<file path="src/design/crlf_length_frame_deframer_top_defines.svh">
// assertion macros for the crlf length frame deframer
// used by crlf_length_frame_deframer_top; expects clk and rst_n in scope
`ifndef CRLF_LENGTH_FRAME_DEFRAMER_TOP_DEFINES_SVH
`define CRLF_LENGTH_FRAME_DEFRAMER_TOP_DEFINES_SVH

// antecedent implies consequent in the same cycle
`define CRLF_ASSERT_IMPLIES(label, ante, cons, msg) \
    label: assert property (@(posedge clk) disable iff (!rst_n) (ante) |-> (cons)) \
        else $error(msg);

// condition never holds
`define CRLF_ASSERT_NEVER(label, cond, msg) \
    `CRLF_ASSERT_IMPLIES(label, 1'b1, !(cond), msg)

`endif

</file>
<file path="src/design/crlf_pkg.sv">
// shared types and constants of the crlf length frame deframer
// no dependencies
package crlf_pkg;

    localparam int LENGTH_BYTES_DEF = 4;
    localparam int QUEUE_DEPTH_DEF  = 4;
    localparam int MAX_W            = 25;
    localparam int IDX_W            = 3;

    localparam logic [7:0] CHAR_CR = 8'h0D;
    localparam logic [7:0] CHAR_LF = 8'h0A;

    // register indexes of the configuration channel
    localparam logic [IDX_W-1:0] REG_CONT_CODE  = 3'd0;
    localparam logic [IDX_W-1:0] REG_PING_CODE  = 3'd1;
    localparam logic [IDX_W-1:0] REG_PONG_CODE  = 3'd2;
    localparam logic [IDX_W-1:0] REG_CLOSE_CODE = 3'd3;
    localparam logic [IDX_W-1:0] REG_MAX_BYTES  = 3'd4;

    localparam logic [7:0]       CONT_CODE_RST  = 8'd0;
    localparam logic [7:0]       PING_CODE_RST  = 8'd9;
    localparam logic [7:0]       PONG_CODE_RST  = 8'd10;
    localparam logic [7:0]       CLOSE_CODE_RST = 8'd8;
    localparam logic [MAX_W-1:0] MAX_BYTES_RST  = 25'd65536;

    typedef enum logic [2:0] {
        EV_BYTE  = 3'd0,
        EV_LAST  = 3'd1,
        EV_EMPTY = 3'd2,
        EV_PING  = 3'd3,
        EV_PONG  = 3'd4,
        EV_CLOSE = 3'd5,
        EV_ERROR = 3'd6,
        EV_OVF   = 3'd7
    } event_t;

    typedef enum logic [1:0] {
        PH_HUNT,
        PH_TYPE,
        PH_LEN,
        PH_PAY
    } phase_t;

    typedef enum logic [2:0] {
        KIND_CONT,
        KIND_PING,
        KIND_PONG,
        KIND_CLOSE,
        KIND_DATA
    } kind_t;

    typedef struct packed {
        event_t     ev;
        logic [7:0] data;
        logic [7:0] kind;
    } res_t;

    typedef struct packed {
        logic valid;
        res_t res;
    } push_t;

endpackage

</file>
<file path="src/design/crlf_front.sv">
// front end: marker hunt, header parse, payload count and event classification
// depends on crlf_pkg
module crlf_front #(
    parameter int LENGTH_BYTES = crlf_pkg::LENGTH_BYTES_DEF
) (
    input  logic                        clk,
    input  logic                        rst_n,
    input  logic                        in_fire,
    input  logic [7:0]                  rx_byte,
    input  logic                        cfg_fire,
    input  logic [crlf_pkg::IDX_W-1:0]  cfg_index,
    input  logic [crlf_pkg::MAX_W-1:0]  cfg_data,
    output crlf_pkg::push_t             push
);
    import crlf_pkg::*;

    localparam int RW     = 8 * LENGTH_BYTES;
    localparam int LCNT_W = (LENGTH_BYTES > 1) ? $clog2(LENGTH_BYTES) : 1;

    logic [7:0]       cont_code_reg, ping_code_reg, pong_code_reg, close_code_reg;
    logic [MAX_W-1:0] max_bytes_reg;

    phase_t           phase_reg, phase_next;
    logic             cr_seen_reg, cr_seen_next;
    logic [7:0]       type_reg, type_next;
    logic [LCNT_W-1:0] cnt_reg, cnt_next;
    logic [RW-1:0]    rem_reg, rem_next;
    logic [MAX_W-1:0] total_reg, total_next;

    kind_t            kind;
    logic [RW-1:0]    rem_shift;
    logic [MAX_W:0]   total_inc;
    logic             end_frame;
    logic             had_byte;

    // configuration registers
    always_ff @(posedge clk or negedge rst_n)
    begin
        if (!rst_n)
        begin
            cont_code_reg  <= CONT_CODE_RST;
            ping_code_reg  <= PING_CODE_RST;
            pong_code_reg  <= PONG_CODE_RST;
            close_code_reg <= CLOSE_CODE_RST;
            max_bytes_reg  <= MAX_BYTES_RST;
        end
        else if (cfg_fire)
        begin
            case (cfg_index)
                REG_CONT_CODE:  cont_code_reg  <= cfg_data[7:0];
                REG_PING_CODE:  ping_code_reg  <= cfg_data[7:0];
                REG_PONG_CODE:  pong_code_reg  <= cfg_data[7:0];
                REG_CLOSE_CODE: close_code_reg <= cfg_data[7:0];
                REG_MAX_BYTES:  max_bytes_reg  <= cfg_data;
                default:        ;
            endcase
        end
    end

    // priority: continuation, ping, pong, close
    always_comb
    begin
        if (type_reg == cont_code_reg)
            kind = KIND_CONT;
        else if (type_reg == ping_code_reg)
            kind = KIND_PING;
        else if (type_reg == pong_code_reg)
            kind = KIND_PONG;
        else if (type_reg == close_code_reg)
            kind = KIND_CLOSE;
        else
            kind = KIND_DATA;
    end

    always_ff @(posedge clk or negedge rst_n)
    begin
        if (!rst_n)
        begin
            phase_reg   <= PH_HUNT;
            cr_seen_reg <= 1'b0;
            type_reg    <= '0;
            cnt_reg     <= '0;
            rem_reg     <= '0;
            total_reg   <= '0;
        end
        else
        begin
            phase_reg   <= phase_next;
            cr_seen_reg <= cr_seen_next;
            type_reg    <= type_next;
            cnt_reg     <= cnt_next;
            rem_reg     <= rem_next;
            total_reg   <= total_next;
        end
    end

    always_comb
    begin
        phase_next   = phase_reg;
        cr_seen_next = cr_seen_reg;
        type_next    = type_reg;
        cnt_next     = cnt_reg;
        rem_next     = rem_reg;
        total_next   = total_reg;
        rem_shift    = RW'({rem_reg, rx_byte});
        total_inc    = {1'b0, total_reg} + (MAX_W+1)'(1);
        end_frame    = 1'b0;
        had_byte     = 1'b0;
        push.valid   = 1'b0;
        push.res.ev   = EV_BYTE;
        push.res.data = 8'd0;
        push.res.kind = type_reg;

        if (in_fire)
        begin
            unique case (phase_reg)
                PH_HUNT:
                begin
                    if (cr_seen_reg && rx_byte == CHAR_LF)
                    begin
                        phase_next   = PH_TYPE;
                        cr_seen_next = 1'b0;
                    end
                    else
                        cr_seen_next = (rx_byte == CHAR_CR);
                end
                PH_TYPE:
                begin
                    type_next  = rx_byte;
                    cnt_next   = '0;
                    rem_next   = '0;
                    phase_next = PH_LEN;
                end
                PH_LEN:
                begin
                    rem_next = rem_shift;
                    if (cnt_reg == LCNT_W'(LENGTH_BYTES - 1))
                    begin
                        cnt_next = '0;
                        if (rem_shift == '0)
                            end_frame = 1'b1;
                        else
                            phase_next = PH_PAY;
                    end
                    else
                        cnt_next = LCNT_W'(cnt_reg + 1'b1);
                end
                PH_PAY:
                begin
                    rem_next = rem_reg - RW'(1);
                    if (total_inc >= {1'b0, max_bytes_reg})
                    begin
                        total_next   = '0;
                        phase_next   = PH_HUNT;
                        cr_seen_next = 1'b0;
                        push.valid   = 1'b1;
                        push.res.ev  = EV_OVF;
                    end
                    else
                    begin
                        total_next = total_inc[MAX_W-1:0];
                        if (rem_reg == RW'(1))
                        begin
                            end_frame = 1'b1;
                            had_byte  = 1'b1;
                        end
                        else if (kind == KIND_CONT || kind == KIND_DATA)
                        begin
                            push.valid    = 1'b1;
                            push.res.data = rx_byte;
                        end
                    end
                end
                default:
                begin
                    phase_next   = PH_HUNT;
                    cr_seen_next = 1'b0;
                end
            endcase
        end

        if (end_frame)
        begin
            phase_next   = PH_HUNT;
            cr_seen_next = 1'b0;
            if (kind == KIND_CONT)
            begin
                push.valid    = had_byte;
                push.res.data = rx_byte;
            end
            else
            begin
                // message total survives only across continuation frames
                total_next = '0;
                push.valid = 1'b1;
                case (kind)
                    KIND_PING:  push.res.ev = EV_PING;
                    KIND_PONG:  push.res.ev = EV_PONG;
                    KIND_CLOSE: push.res.ev = EV_CLOSE;
                    default:
                    begin
                        if (had_byte)
                        begin
                            push.res.ev   = EV_LAST;
                            push.res.data = rx_byte;
                        end
                        else
                            push.res.ev = EV_EMPTY;
                    end
                endcase
            end
        end
    end

endmodule

</file>
<file path="src/design/crlf_queue.sv">
// result queue between the parser and the output channel
// depends on crlf_pkg
module crlf_queue #(
    parameter int QUEUE_DEPTH = crlf_pkg::QUEUE_DEPTH_DEF
) (
    input  logic              clk,
    input  logic              rst_n,
    input  crlf_pkg::push_t   push,
    input  logic              pop,
    output crlf_pkg::res_t    head,
    output logic              not_empty,
    output logic              full
);
    import crlf_pkg::*;

    localparam int PTR_W = (QUEUE_DEPTH > 1) ? $clog2(QUEUE_DEPTH) : 1;
    localparam int CNT_W = PTR_W + 1;

    res_t             mem_reg [QUEUE_DEPTH];
    res_t             head_reg;
    logic [PTR_W-1:0] wr_ptr_reg, wr_ptr_next;
    logic [PTR_W-1:0] rd_ptr_reg, rd_ptr_next;
    logic [CNT_W-1:0] count_reg, count_next;
    logic             do_pop;

    assign do_pop    = pop && (count_reg != '0);
    assign not_empty = (count_reg != '0);
    assign full      = (count_reg == CNT_W'(QUEUE_DEPTH));
    assign head      = head_reg;

    // head register follows the next read slot, taking a same-edge write directly
    always_ff @(posedge clk)
    begin
        if (push.valid)
            mem_reg[wr_ptr_reg] <= push.res;
        if (push.valid && wr_ptr_reg == rd_ptr_next)
            head_reg <= push.res;
        else
            head_reg <= mem_reg[rd_ptr_next];
    end

    always_comb
    begin
        wr_ptr_next = wr_ptr_reg;
        rd_ptr_next = rd_ptr_reg;
        if (push.valid)
            wr_ptr_next = (wr_ptr_reg == PTR_W'(QUEUE_DEPTH - 1)) ? '0
                                                                 : PTR_W'(wr_ptr_reg + 1'b1);
        if (do_pop)
            rd_ptr_next = (rd_ptr_reg == PTR_W'(QUEUE_DEPTH - 1)) ? '0
                                                                 : PTR_W'(rd_ptr_reg + 1'b1);
        count_next  = count_reg;
        if (push.valid && !do_pop)
            count_next = CNT_W'(count_reg + 1'b1);
        else if (!push.valid && do_pop)
            count_next = CNT_W'(count_reg - 1'b1);
    end

    always_ff @(posedge clk or negedge rst_n)
    begin
        if (!rst_n)
        begin
            wr_ptr_reg <= '0;
            rd_ptr_reg <= '0;
            count_reg  <= '0;
        end
        else
        begin
            wr_ptr_reg <= wr_ptr_next;
            rd_ptr_reg <= rd_ptr_next;
            count_reg  <= count_next;
        end
    end

endmodule

</file>
<file path="src/design/crlf_length_frame_deframer_top.sv">
// top level of the crlf length frame deframer: parser front end and result queue
// depends on crlf_pkg, crlf_front, crlf_queue and the defines header
//
// usage:
//   s_* takes one received byte per request in s_tdata. the parser hunts for
//   CR LF, reads a type byte and a LENGTH_BYTES big-endian length, then the
//   payload. each byte gives zero or one event on m_*: m_tuser is the event
//   code, m_tdata holds the payload byte (low byte) and the frame type.
//   cfg_* writes the four type codes and the message size limit by index;
//   cfg_ready is always high; writes must go in while no request is in flight,
//   which the block does not check. an event is queued as its byte is taken.
//   throughput: one byte per cycle while s_tready is high; the parser adds no stall.
//   the QUEUE_DEPTH entry queue absorbs output stalls; s_tready drops only
//   while the queue is full, and is high again right after m_* takes a result.
//   reset: parser hunts for the marker, queue empties, registers take their
//   default codes (continuation 0, ping 9, pong 10, close 8, limit 65536).
`include "crlf_length_frame_deframer_top_defines.svh"

module crlf_length_frame_deframer_top #(
    parameter int LENGTH_BYTES = crlf_pkg::LENGTH_BYTES_DEF,
    parameter int QUEUE_DEPTH  = crlf_pkg::QUEUE_DEPTH_DEF
) (
    input  logic                        clk,
    input  logic                        rst_n,
    input  logic                        s_tvalid,
    output logic                        s_tready,
    input  logic [7:0]                  s_tdata,    // [7:0] rx_byte
    output logic                        m_tvalid,
    input  logic                        m_tready,
    output logic [15:0]                 m_tdata,    // [7:0] data_byte, [15:8] frame_kind
    output logic [2:0]                  m_tuser,    // [2:0] event_res
    input  logic                        cfg_valid,
    output logic                        cfg_ready,
    input  logic [crlf_pkg::IDX_W-1:0]  cfg_index,
    input  logic [crlf_pkg::MAX_W-1:0]  cfg_data
);
    import crlf_pkg::*;

    push_t push;
    res_t  head;
    logic  q_not_empty;
    logic  q_full;
    logic  in_fire;

    assign s_tready  = !q_full;
    assign in_fire   = s_tvalid && s_tready;
    assign cfg_ready = 1'b1;

    crlf_front #(
        .LENGTH_BYTES (LENGTH_BYTES)
    ) u_front (
        .clk       (clk),
        .rst_n     (rst_n),
        .in_fire   (in_fire),
        .rx_byte   (s_tdata),
        .cfg_fire  (cfg_valid && cfg_ready),
        .cfg_index (cfg_index),
        .cfg_data  (cfg_data),
        .push      (push)
    );

    crlf_queue #(
        .QUEUE_DEPTH (QUEUE_DEPTH)
    ) u_queue (
        .clk       (clk),
        .rst_n     (rst_n),
        .push      (push),
        .pop       (m_tready),
        .head      (head),
        .not_empty (q_not_empty),
        .full      (q_full)
    );

    assign m_tvalid = q_not_empty;
    assign m_tdata  = {head.kind, head.data};
    assign m_tuser  = head.ev;

    // a result only appears while the queue has room for it
    `CRLF_ASSERT_IMPLIES(a_push_room, push.valid, !q_full, "push into full queue")

    // the queue fills only through a push
    `CRLF_ASSERT_IMPLIES(a_full_by_push, $fell(s_tready), $past(push.valid),
        "queue became full without a push")

    // only payload events carry a data byte
    `CRLF_ASSERT_IMPLIES(a_data_zero,
        m_tvalid && m_tuser != EV_BYTE && m_tuser != EV_LAST, m_tdata[7:0] == 8'd0,
        "non-payload event with data byte")

    `CRLF_ASSERT_NEVER(a_no_error, m_tvalid && m_tuser == EV_ERROR,
        "reserved error event produced")

endmodule

</file>
<file path="config.mk">
export PLATFORM = sky130hd
export DESIGN_NAME = crlf_length_frame_deframer_top
export DESIGN_NICKNAME = d
export VERILOG_FILES = /design/src/design/crlf_pkg.sv /design/src/design/crlf_front.sv /design/src/design/crlf_queue.sv /design/src/design/crlf_length_frame_deframer_top.sv
export VERILOG_INCLUDE_DIRS = /design/src /design/src/design
export SDC_FILE = /design/constraint.sdc
export NUM_CORES = 1
export LEC_CHECK = 0
export BUFFER_PORTS_ARGS = -buffer_cell sky130_fd_sc_hd__buf_2
export CAP_MARGIN = 0
export CORE_MARGIN = 1.5
export CORE_UTILIZATION = 55
export CTS_CLUSTER_DIAMETER = 200
export CTS_CLUSTER_SIZE = 40
export DETAILED_ROUTE_END_ITERATION = 10
export GPL_ROUTABILITY_DRIVEN = 0
export HOLD_SLACK_MARGIN = 0.08
export PLACE_DENSITY = 0.73
export SETUP_SLACK_MARGIN = 0.02
export SLEW_MARGIN = 25
export SYNTH_ARGS = -nofsm -noshare
export SYNTH_HDL_FRONTEND = slang
export SYNTH_HIERARCHICAL = 1
export SYNTH_SLANG_ARGS = --single-unit
</file>
<file path="constraint.sdc">
create_clock -name clk -period 4.6 [get_ports clk]
set_input_delay 0.46 -clock clk [delete_from_list [all_inputs] [get_ports clk]]
set_output_delay 0.46 -clock clk [all_outputs]
set_load 0.02 [all_outputs]
</file>
# ---- Word-level counts from Yosys, hierarchy flattened
# Memory sizes are Yosys's and may differ from the RTL's. A register that Yosys moved wholly into a read port is not among the register bits.
# Cells that the tools add are included.
# W data, S select, Z words.
dict set report op_classes {
  addsub 7
  n_eq_ne 26
  n_mux 56
  n_reduce_logical 30
  magnitude_cmp 1
}
# cell count
set op_table {}
lappend op_table {{$mux W25} 5}
lappend op_table {{$pmux W32 S3} 1}
lappend op_table {{$mux W8} 6}
lappend op_table {{$mux W12} 3}
lappend op_table {{$eq A32 B1 Y1 const B} 1}
lappend op_table {{$eq A8 B8 Y1} 4}
lappend op_table {{$logic_not A32 Y1} 1}
lappend op_table {{$sub A32 B1 Y32 const B} 1}
lappend op_table {{$add A25 B1 Y26 const B} 1}
lappend op_table {{$ge A26 B25 Y1} 1}
lappend op_table {{$mux W3} 8}
lappend op_table {{$mux W2} 11}
lappend op_table {{$mux W1} 17}
lappend op_table {{$eq A8 B4 Y1 const B} 2}
lappend op_table {{$reduce_and A2 Y1} 8}
lappend op_table {{$eq A3 B2 Y1 const B} 4}
lappend op_table {{$eq A2 B2 Y1 const B} 5}
lappend op_table {{$eq A3 B3 Y1 const B} 3}
lappend op_table {{$ne A3 B1 Y1 const B} 3}
lappend op_table {{$pmux W3 S3} 1}
lappend op_table {{$reduce_bool A3 Y1} 3}
lappend op_table {{$pmux W2 S4} 1}
lappend op_table {{$add A2 B1 Y2 const B} 3}
lappend op_table {{$eq A3 B1 Y1 const B} 2}
lappend op_table {{15 further kinds} 25}
dict set report word_totals {
  input_bits 41
  output_inout_bits 22
  elab_cells 135
  memories 1
  reg_bits 134
  ramBits 76
}
# name words word_bits rd rd_ports_with_merged_regs write_ports line_no
set mem_list {}
lappend mem_list {u_queue.mem_reg 4 19 1 1 1 crlf_queue.sv:19} ;# res_t mem_reg [QUEUE_DEPTH];

# ---- Depth between registers and ports, before layout
# Gate-level depths: netlist of the first run.
dict set report depth {
  depth_word 20
  mapped_depth 20
  mapped_depth_nobuf 19
}

# ---- Modules after synthesis
# The synthesis of the first run kept the hierarchy.
# mod n_inst cells_each area_per_inst_um2
set modules_own_cells {}
lappend modules_own_cells {crlf_front 1 835 7763.7}
lappend modules_own_cells {crlf_queue 1 138 3245.6}
lappend modules_own_cells {crlf_length_frame_deframer_top 1 4 21.3}

# ---- Worst setup path after synthesis of the first run
# Ideal clock, no wire load.
dict set report synth_timing {
  kind {reg-to-reg}
  startpoint {reg u_front.total_reg[2]}
  endpoint {reg u_queue.count_reg[1]}
  arrival_ns 4.023
  stages_incl_launch_ff 17
  n_path_buf 0
  required_time_ns 4.475
  path_slack_ns 0.453
  cell_sequence {dfrtp_1 > nand3_1 > nor3_1 > and4_1 > xor2_1 > ha_1 > a211oi_1 > o21ai_0 > a221o_1 > nand2_1 > nand3_1 > o21ba_2 > a211o_1 > ha_1 > inv_1 > fa_1 > mux2_2}
}
# element line_no
set synth_lines {}
lappend synth_lines {{start: declaration} crlf_front.sv:28} ;# logic [MAX_W-1:0] total_reg, total_next;
lappend synth_lines {{start signal: assignment} crlf_front.sv:93} ;# total_reg <= total_next;
lappend synth_lines {{end signal: assignment} crlf_queue.sv:71} ;# count_reg <= count_next;
lappend synth_lines {{end: declaration} crlf_queue.sv:23} ;# logic [CNT_W-1:0] count_reg, count_next;

==> results of run 1 <==
synthesized netlist by cell type (all sizes together) (28+ instances only):
library cell and n:
clkbuf 32, mux2 47, nand3 28, xnor2 41
nand2 90, a21oi 64, dfrtp 128, o21ai 50
nor2 60, ha 39, inv 38, edfxtp 76
path summary, 6_finish.rpt:
check                      cells past startpoint  slack (ns)                   endpoint                  from
max                                           18        0.28       u_queue/count_reg[1]  u_front/total_reg[0]
min                                            1        0.05  u_front/close_code_reg[0]                 rst_n
max reg2reg                                   18        0.28       u_queue/count_reg[1]  u_front/total_reg[0]
min reg2reg                                    1        0.51         u_front/cnt_reg[0]    u_front/cnt_reg[0]
max in group asynchronous                      2        3.54  u_front/max_bytes_reg[16]                 rst_n
min in group clk                               3        0.16  u_front/max_bytes_reg[19]          cfg_data[19]
what timing repair did:
item / in CTS / in global routing
resized for setup: 0 / 11
setup endpoints to repair: 0 / 69
hold buffers: 0 / 0
hold endpoints to repair: 0 / 0
routing by layer:
metal,vias up,track usage,wire [microns]
met5,-,0,0
met4,0,0.0463,320
met3,25,0.0219,721
met2,129,0.380,11200
met1,3752,0.331,10700
li1,3628,-,-
kinds of logic after synthesis:
logic type | count (synthesis)
mux | 77
flops | 212
simple gates | 329
compound gates | 173
buf+inv | 87
other cells | 1
xor+xnor | 58
fa+ha+maj | 40
worst max-delay path, cell delays in order, from the launching register on:
cell	delay, ns
dfrtp_2	0.47
ha_1	0.25
nand3_1	0.15
nor2_1	0.07
buf_4	0.17
and3_1	0.19
xor2_1	0.15
ha_1	0.18
a211oi_1	0.21
o21ai_0	0.12
a221o_1	0.33
nand2_2	0.15
nand3_4	0.12
o21ba_2	0.25
a211o_2	0.39
ha_1	0.26
inv_1	0.08
fa_1	0.41
mux2_2	0.27
power by group:
group	total, mW	switching [mW]	internal, mW	leakage, nW
sequential	3.04	0.561	2.48	2.34
clock	0.956	0.576	0.380	0.126
combinational	2.32	1.29	1.03	2.27
total	6.32	2.43	3.89	4.74
final cells by class:
type | count | area (sq um)
Inverter | 38 | 143
Fill cell | 1633 | 7730
Sequential cell | 212 | 5690
Timing Repair Buffer | 77 | 438
Multi-Input combinational cell | 678 | 4990
Clock inverter | 1 | 30.0
Clock buffer | 12 | 236
Tap cell | 265 | 332
stage by stage:
stage / setup slack (ns) / utilization
after CTS: 0.0369 / 0.602
after global routing: 0.0399 / 0.605
after floorplan: 0.453 / -
after detailed placement: 0.0694 / 0.589
after global placement: 0.212 / 0.589
final: 0.277 / 0.605
==> impl_results.md, run 1 <==
* Status: finished, final reports clean
* Cell Area, Placed at 11500 sq um
* Largest register FFs at 76
* Post-DRT Antenna Nets at 0
* NumNets Final at 1097
* Syn Std Cell Area at 11000 sq um
* Total grt overflow at 0
* Cell Pwr Density at 533 nW/um^2
* Routed WL per cell at 17.9 microns
* Initial antenna violation count at 0
* Fmax at 231 MHz
* CTS Sinks at 212
* Worst-path fanout max at 9
* Yosys top cell area share at 0.290
* Total power draw at 6.32 mW
* Worst slew pin tran at 1.03 ns
* Leakage at 4.74 nW
* Diode count at 0
* Yosys cell types at 78
* Placed Cells incl. Taps at 1269
* Most frequent cells in the layout: 126 x dfrtp_1, 88 x nand2_1, 76 x edfxtp_1
* Skew final at 0.0431 ns
* First-pass iteration count of the detailed router at 5
* Initial core utilization at 0.563
* Design Area, Final at 11900 sq um
* Max_cap viols at 0
* Adder-cell share of the synthesized area at 0.0461
* Post-synthesis mux area share at 0.0998
* Layout cells sized above 1 at 0.184
* Setup TNS at 0 ns
* RSZ-0062 raised after global routing: false
* Largest net degree at the start of global routing at 104
* DR vias at 7534
* Post-synthesis net count at 1058
* CTS max path bufs at 3
* GRT Total Usage at 0.229
* Largest family of logic cells by synthesized area: simple AND/OR/NAND/NOR gates
* DR DRC count at 0
* Post-synthesis compound-gate area fraction at 0.0958
* Post-synthesis register bit count at 212
* Die ar. at 20900 sq um
* Top cells by area, synth: dfrtp_1 29%, edfxtp_1 21%, mux2_2 4.8%
* Predominant post-synthesis flop cell: dfrtp_1
* Min cycle time layout at 4.32 ns
* Slew margin rel. at 0.308
* Mapped Cells at 977
* Routed vias/inst at 5.87
* Worst skew pair latency at 0.49 ns
* Critical path arrival at 4.70 ns
* Final WL at 23.0 mm
* CP endpoint kind: flip-flop
* Cell Rows at 51
* CTS tree: built
* Setup violations, final at 0
* H-tree levels at 1
* Synth Area in XOR/XNOR at 0.0461
* Tcrit/Tclk final at 0.940
* Syn avg cell area at 11.3 sq um
* Total CTS buffers at 9
* Required time of the worst setup path at 4.98 ns
* DRT iter0 DRCs at 515
* Finished Layout Cells at 1283
* Async set or reset register ratio after synthesis at 0.632
* Synthesis-to-finish area growth at 7.49%
* WHS at 0.0495 ns
* Core area at 19600 sq um
* Die Span Y at 145 microns
* Root Buffer Master: clkbuf_16
* Final Hold Violating Endpoints at 0
* Sequential share of the synthesized area at 0.515
* # Post-CTS Setup Buffers at 0
* Synth area leader: dfrtp_1
* Die width at 145 microns
* Ys Warns at 6
* Final HPWL DP at 15.6 mm
* I/O Buffers at 61
* Slew Limit Fails at 0
* # IOs at 63
* Worst vdd ir at 0.324 mV
* Clock slew at reported path FFs at 0.14 ns
* Commonest non-fill, non-tap cell in the layout: dfrtp_1
* Vias in the first global route at 7285
* Post-synth EDFFs at 76
* Startpoint types: flip-flop
* WS Path Type: reg2reg
* Synth Area in Simple Gates at 0.160
* First-pass GRT wire length at 37.7 mm
* HP Class: in2async
Power figures use the tool's default switching activity.
==> run 2: changes to the inputs <==
==> constraint.sdc (replaced) <==
create_clock -name clk -period 4.6 [get_ports clk]
set_input_delay 0.69 -clock clk [delete_from_list [all_inputs] [get_ports clk]]
set_output_delay 0.69 -clock clk [all_outputs]
set_load 0.02 [all_outputs]
==> run 2 against run 1 <==
Utilization rose by 0.11 points. Fmax rose by 1.3%. Via count rose by 0.49%. First-iteration DRC count fell by 22%. Register-to-register slack improved by 0.05 ns. Sequential share of layout area fell by 0.091 points. Total power fell by 0.55%. Die area did not move. Final area rose by 0.19%. Global-route usage fell by 0.64 points. Critical path depth did not move. Combinational power barely moved. Critical endpoint unchanged. Largest power group unchanged. Highest routed layer unchanged.
==> impl_results.md, run 2 (synthesized netlist as in run 1, its figures left out) <==
* DR DRC count at 0
* Most frequent cells in the layout: 126 x dfrtp_1, 88 x nand2_1, 76 x edfxtp_1
* Total power draw at 6.28 mW
* Initial core utilization at 0.563
* Net Sw Frac at 0.381
* WS Path Type: reg2reg
* Sw Pwr at 2.39 mW
* Core area at 19600 sq um
* Max_cap viols at 0
* Routed WL per cell at 17.7 microns
* Reg2Reg Setup Slack at 0.33 ns
* First-pass GRT wire length at 36.5 mm
* Final WL at 22.7 mm
* Fmax at 234 MHz
* Root Buffer Master: clkbuf_16
* Status: finished, final reports clean
* Slew Limit Fails at 0
* Clock slew at reported path FFs at 0.15 ns
* Die ar. at 20900 sq um
* HP Class: in2async
* I/O Buffers at 61
* Startpoint types: flip-flop
* Worst skew pair latency at 0.49 ns
* Largest net degree at the start of global routing at 54
* Hold-fix buffers at CTS at 0
* P_int at 3.89 mW
* Routed vias/inst at 5.89
* GRT Total Usage at 0.223
* First-pass iteration count of the detailed router at 5
* Required time of the worst setup path at 4.96 ns
* # IOs at 63
* Diode count at 0
* Pre-CTS WS at 0.0694 ns
* DR vias at 7571
* Min cycle time layout at 4.27 ns
* Setup violations, final at 0
* Final Util at 0.606
* Synthesis-to-finish area growth at 7.69%
* # Post-CTS Setup Buffers at 0
* Clock Power Share at 0.150
* CTS Sinks at 212
* Register share of total power at 0.483
* Layout cells sized above 1 at 0.188
* CTS tree: built
* Setup TNS at 0 ns
* Reg2reg end: u_queue/count_reg[1]
* Leakage at 4.75 nW
* CTS max path bufs at 3
* Cell Pwr Density at 529 nW/um^2
* Vias in the first global route at 6961
* Total CTS buffers at 9
* Slew margin rel. at 0.328
* Final worst slack at 0.332 ns
* H-tree levels at 1
* FF-to-FF path depth at 18
* Post-DRT Antenna Nets at 0
* Initial antenna violation count at 0
* Worst slew pin tran at 1.01 ns
* Fillers at 1616
* WHS at 0.156 ns
* Critical Path Source: u_front/total_reg[1]
* DRT iter0 DRCs at 403
* Worst vdd ir at 0.282 mV
* Critical path arrival at 4.63 ns
* Tcrit/Tclk final at 0.928
* Die Span Y at 145 microns
* Commonest non-fill, non-tap cell in the layout: dfrtp_1
* Logic pwr share at 0.367
* CP endpoint: u_queue/count_reg[1]
* Final Hold Violating Endpoints at 0
* Cell Rows at 51
* Skew final at 0.0495 ns
* Total grt overflow at 0
* CP endpoint kind: flip-flop
* NumNets Final at 1099
* Die width at 145 microns
* RSZ-0062 raised after global routing: false
* Final HPWL DP at 15.7 mm
* Worst-path fanout max at 9
* FF-to-FF Start: u_front/total_reg[1]
* Largest register FFs at 76
## run 2: how the worst min path moves through the flow
stage	slack [ns]	to	from
4_1_cts	0.17	u_front/phase_reg[1]	rst_n
3_5_place_dp	0.49	u_queue/count_reg[2]	u_queue/count_reg[2]
5_1_grt	0.18	u_front/total_reg[24]	rst_n
6_report	0.16	u_front/total_reg[24]	rst_n
3_3_place_gp	0.47	u_front/cnt_reg[1]	u_front/cnt_reg[1]
2_1_floorplan	0.39	u_front/close_code_reg[0]	rst_n
## run 2: area by class of cell
| type | instances | area, sq um | share of cell area |
|---|---|---|---|
| Timing Repair Buffer | 79 | 450 | 0.0379 |
| Multi-Input combinational cell | 678 | 5000 | 0.421 |
| Sequential cell | 212 | 5690 | 0.479 |
| Inverter | 38 | 143 | 0.0120 |
| Clock buffer | 12 | 236 | 0.0199 |
| Clock inverter | 1 | 30.0 | 0.00253 |
| Tap cell | 265 | 332 | 0.0279 |
## run 2: repair_timing
item	4_1_cts	5_1_grt
resized for setup	0	15
hold endpoints to repair	0	0
endpoints found under the setup margin	0	78
## run 2: metal layers
layer	share of wire	global-route usage
met1	0.47	0.319
met2	0.49	0.377
met3	0.033	0.0215
met4	0.012	0.0362
met5	0	0
## run 2: critical path, cell delays in order, from the launching register on
cell and delay [ns]:
dfrtp_2 0.43, ha_1 0.22, nand3_1 0.15, nor2_1 0.15, buf_4 0.18, and3_1 0.18, xor2_1 0.21, ha_1 0.27
nand2_1 0.09, o21ai_0 0.08, a221o_1 0.31, nand2_2 0.15, nand3_4 0.13, o21ba_2 0.25, a211o_2 0.38, ha_1 0.25
inv_1 0.07, fa_1 0.40, mux2_2 0.27
## run 2: through the flow
step                      instance area [sq um]  instances
after CTS                                 11800       1284
after detailed placement                  11500       1271
after global placement                    11500       1271
after global routing                      11900       1285
after floorplan                           11000        977
final                                     11900       1285
## run 2: power by group through the flow
stage                     combinational, mW  clock, mW  sequential (mW)
after floorplan                        1.91          0             2.81
after global placement                 2.23          0             3.05
after detailed placement               2.29          0             3.07
after CTS                              2.30      0.980             3.03
after global routing                   2.56       1.04             3.11
final                                  2.30      0.945             3.03
==> run 3: changes to the inputs <==
--- a/config.mk
+++ b/config.mk
@@ -6,7 +6,7 @@
 export SDC_FILE = /design/constraint.sdc
 export NUM_CORES = 1
 export LEC_CHECK = 0
-export BUFFER_PORTS_ARGS = -buffer_cell sky130_fd_sc_hd__buf_2
+export BUFFER_PORTS_ARGS = -buffer_cell sky130_fd_sc_hd__buf_4
 export CAP_MARGIN = 0
 export CORE_MARGIN = 1.5
 export CORE_UTILIZATION = 55
==> run 3 against run 2 <==
Sequential share of layout area down 0.47 points. Via count down 0.90%. Sequential power about the same. Clock power up 2%. Fmax down 2.4%. Final cell count about the same. Critical path depth unchanged. Worst hold slack better by 0.14 ns. Utilization up 0.60 points. Routed wire length up 0.56%. Largest power group unchanged.
==> impl_results.md, run 3 (synthesized netlist as in run 1, its figures left out) <==
* Routed vias/inst at 5.84
* Fillers at 1611
* Crit path largest cell delay at 0.44 ns
* Commonest non-fill, non-tap cell in the layout: dfrtp_1
* Status: finished, final reports clean
* Core area at 19600 sq um
* Setup TNS at 0 ns
* Worst slew pin tran at 1.00 ns
* Worst-path fanout max at 9
* Critical path arrival at 4.73 ns
* Final worst slack at 0.227 ns
* Min cycle time layout at 4.37 ns
* DR DRC count at 0
* Cell Rows at 51
* H-tree levels at 1
* CP cell instances: ha_1 -> nand3_1 -> nor2_1 -> buf_4 -> and3_1 -> xor2_1 -> ha_1 -> nand2_1 -> o21ai_0 -> a221o_1 -> nand2_1 -> nand3_4 -> o21ba_2 -> a211o_1 -> ha_1 -> inv_1 -> fa_1 -> mux2_2
* Die width at 145 microns
* Diode count at 0
* Total power draw at 6.39 mW
* Crit-path slowest cell: dfrtp_2
* Worst vdd ir at 0.332 mV
* Most frequent cell on the critical path: ha_1
* Slew Limit Fails at 0
* Final Hold Violating Endpoints at 0
* Synthesis-to-finish area growth at 8.76%
* Multi-input logic area at 4980 sq um
* Post-DRT Antenna Nets at 0
* Cell Pwr Density at 532 nW/um^2
* Initial core utilization at 0.563
* Hold-fix buffers at CTS at 0
* CP endpoint kind: flip-flop
* CTS max path bufs at 3
* First-pass GRT wire length at 37.3 mm
* Root Buffer Master: clkbuf_16
* DR vias at 7503
* Die ar. at 20900 sq um
* NumNets Final at 1098
* Slew margin rel. at 0.329
* Startpoint types: flip-flop
* Total grt overflow at 0
* CTS tree: built
* Setup violations, final at 0
* Largest register FFs at 76
* Worst skew pair latency at 0.48 ns
* Skew final at 0.0506 ns
* Leakage at 4.78 nW
* Tcrit/Tclk final at 0.951
* FF+latch area at 5690 sq um
* Die Span Y at 145 microns
* Routed WL per cell at 17.8 microns
* RSZ-0062 raised after global routing: false
* HP Class: in2async
* I/O Buffers at 61
* Vias in the first global route at 7261
* DRT iter0 DRCs at 515
* Clock slew at reported path FFs at 0.16 ns
* CTS Sinks at 212
* Initial antenna violation count at 0
* First-pass iteration count of the detailed router at 5
* GRT Total Usage at 0.226
* Total CTS buffers at 9
* Layout cells sized above 1 at 0.184
* Required time of the worst setup path at 4.96 ns
* Pre-CTS WS at 0.125 ns
* Max_cap viols at 0
* WS Path Type: reg2reg
* Largest net degree at the start of global routing at 109
* Fmax at 229 MHz
* Final HPWL DP at 15.5 mm
* Final WL at 22.9 mm
* # IOs at 63
* Most frequent cells in the layout: 126 x dfrtp_1, 89 x nand2_1, 77 x buf_4
## run 3: cell count changes in the layout (fill, tap and decap cells not counted), sizes merged
cell	previous run	this run
clkbuf	12	13
buf	79	77
## run 3: report_power, final
part           internal [mW]  switching, mW
Combinational           1.11           1.29
Sequential              2.48          0.554
Clock                  0.380          0.580
## run 3: metal layers
metal	track usage	part of all wire	vias up
met2	0.382	0.48	165
li1	-	-	3618
met4	0.0303	0.0081	0
met5	0	0	-
met3	0.0199	0.036	15
met1	0.328	0.47	3705
## run 3: what timing repair did
| item | 4_1_cts | 5_1_grt |
|---|---|---|
| setup endpoints to repair | 0 | 78 |
| gates resized for setup | 0 | 10 |
| buffers inserted | 0 | 1 |
## run 3: final cells by class
| class | count | share of cell area |
|---|---|---|
| Inverter | 38 | 0.0119 |
| Clock buffer | 12 | 0.0197 |
| Timing Repair Buffer | 78 | 0.0493 |
| Sequential cell | 212 | 0.474 |
| Tap cell | 265 | 0.0276 |
| Clock inverter | 1 | 0.00250 |
| Multi-Input combinational cell | 678 | 0.415 |
## run 3: final timing paths
path                            depth (start not counted)  slack (ns)                        end            startpoint
worst max-delay path                                   18        0.23       u_queue/count_reg[1]  u_front/total_reg[0]
worst min-delay path                                    1        0.30   u_front/pong_code_reg[6]                 rst_n
worst max register to register                         18        0.23       u_queue/count_reg[1]  u_front/total_reg[0]
worst min register to register                          1        0.50       u_queue/count_reg[2]  u_queue/count_reg[2]
max in group asynchronous                               2        3.37  u_front/max_bytes_reg[16]                 rst_n
min in group clk                                        3        0.41  u_front/max_bytes_reg[24]          cfg_data[24]
## run 3: worst max-delay path, delay by kind of cell (launching register included)
family          cells  cell delay, ns
simple gates        6            0.92
xor+xnor            1            0.23
buf+inv             2            0.24
compound gates      4            1.00
mux                 1            0.27
fa+ha+maj           4            1.15
flops               1            0.44
## run 3: through the flow
step,util,cells,hold WS (ns),cell area (sq um)
final,0.612,1284,0.297,12000
after global routing,0.612,1284,0.375,12000
after CTS,0.610,1283,0.385,12000
after detailed placement,0.597,1270,0.476,11700
after global placement,0.597,1270,0.472,11700
after floorplan,-,977,0.394,11000
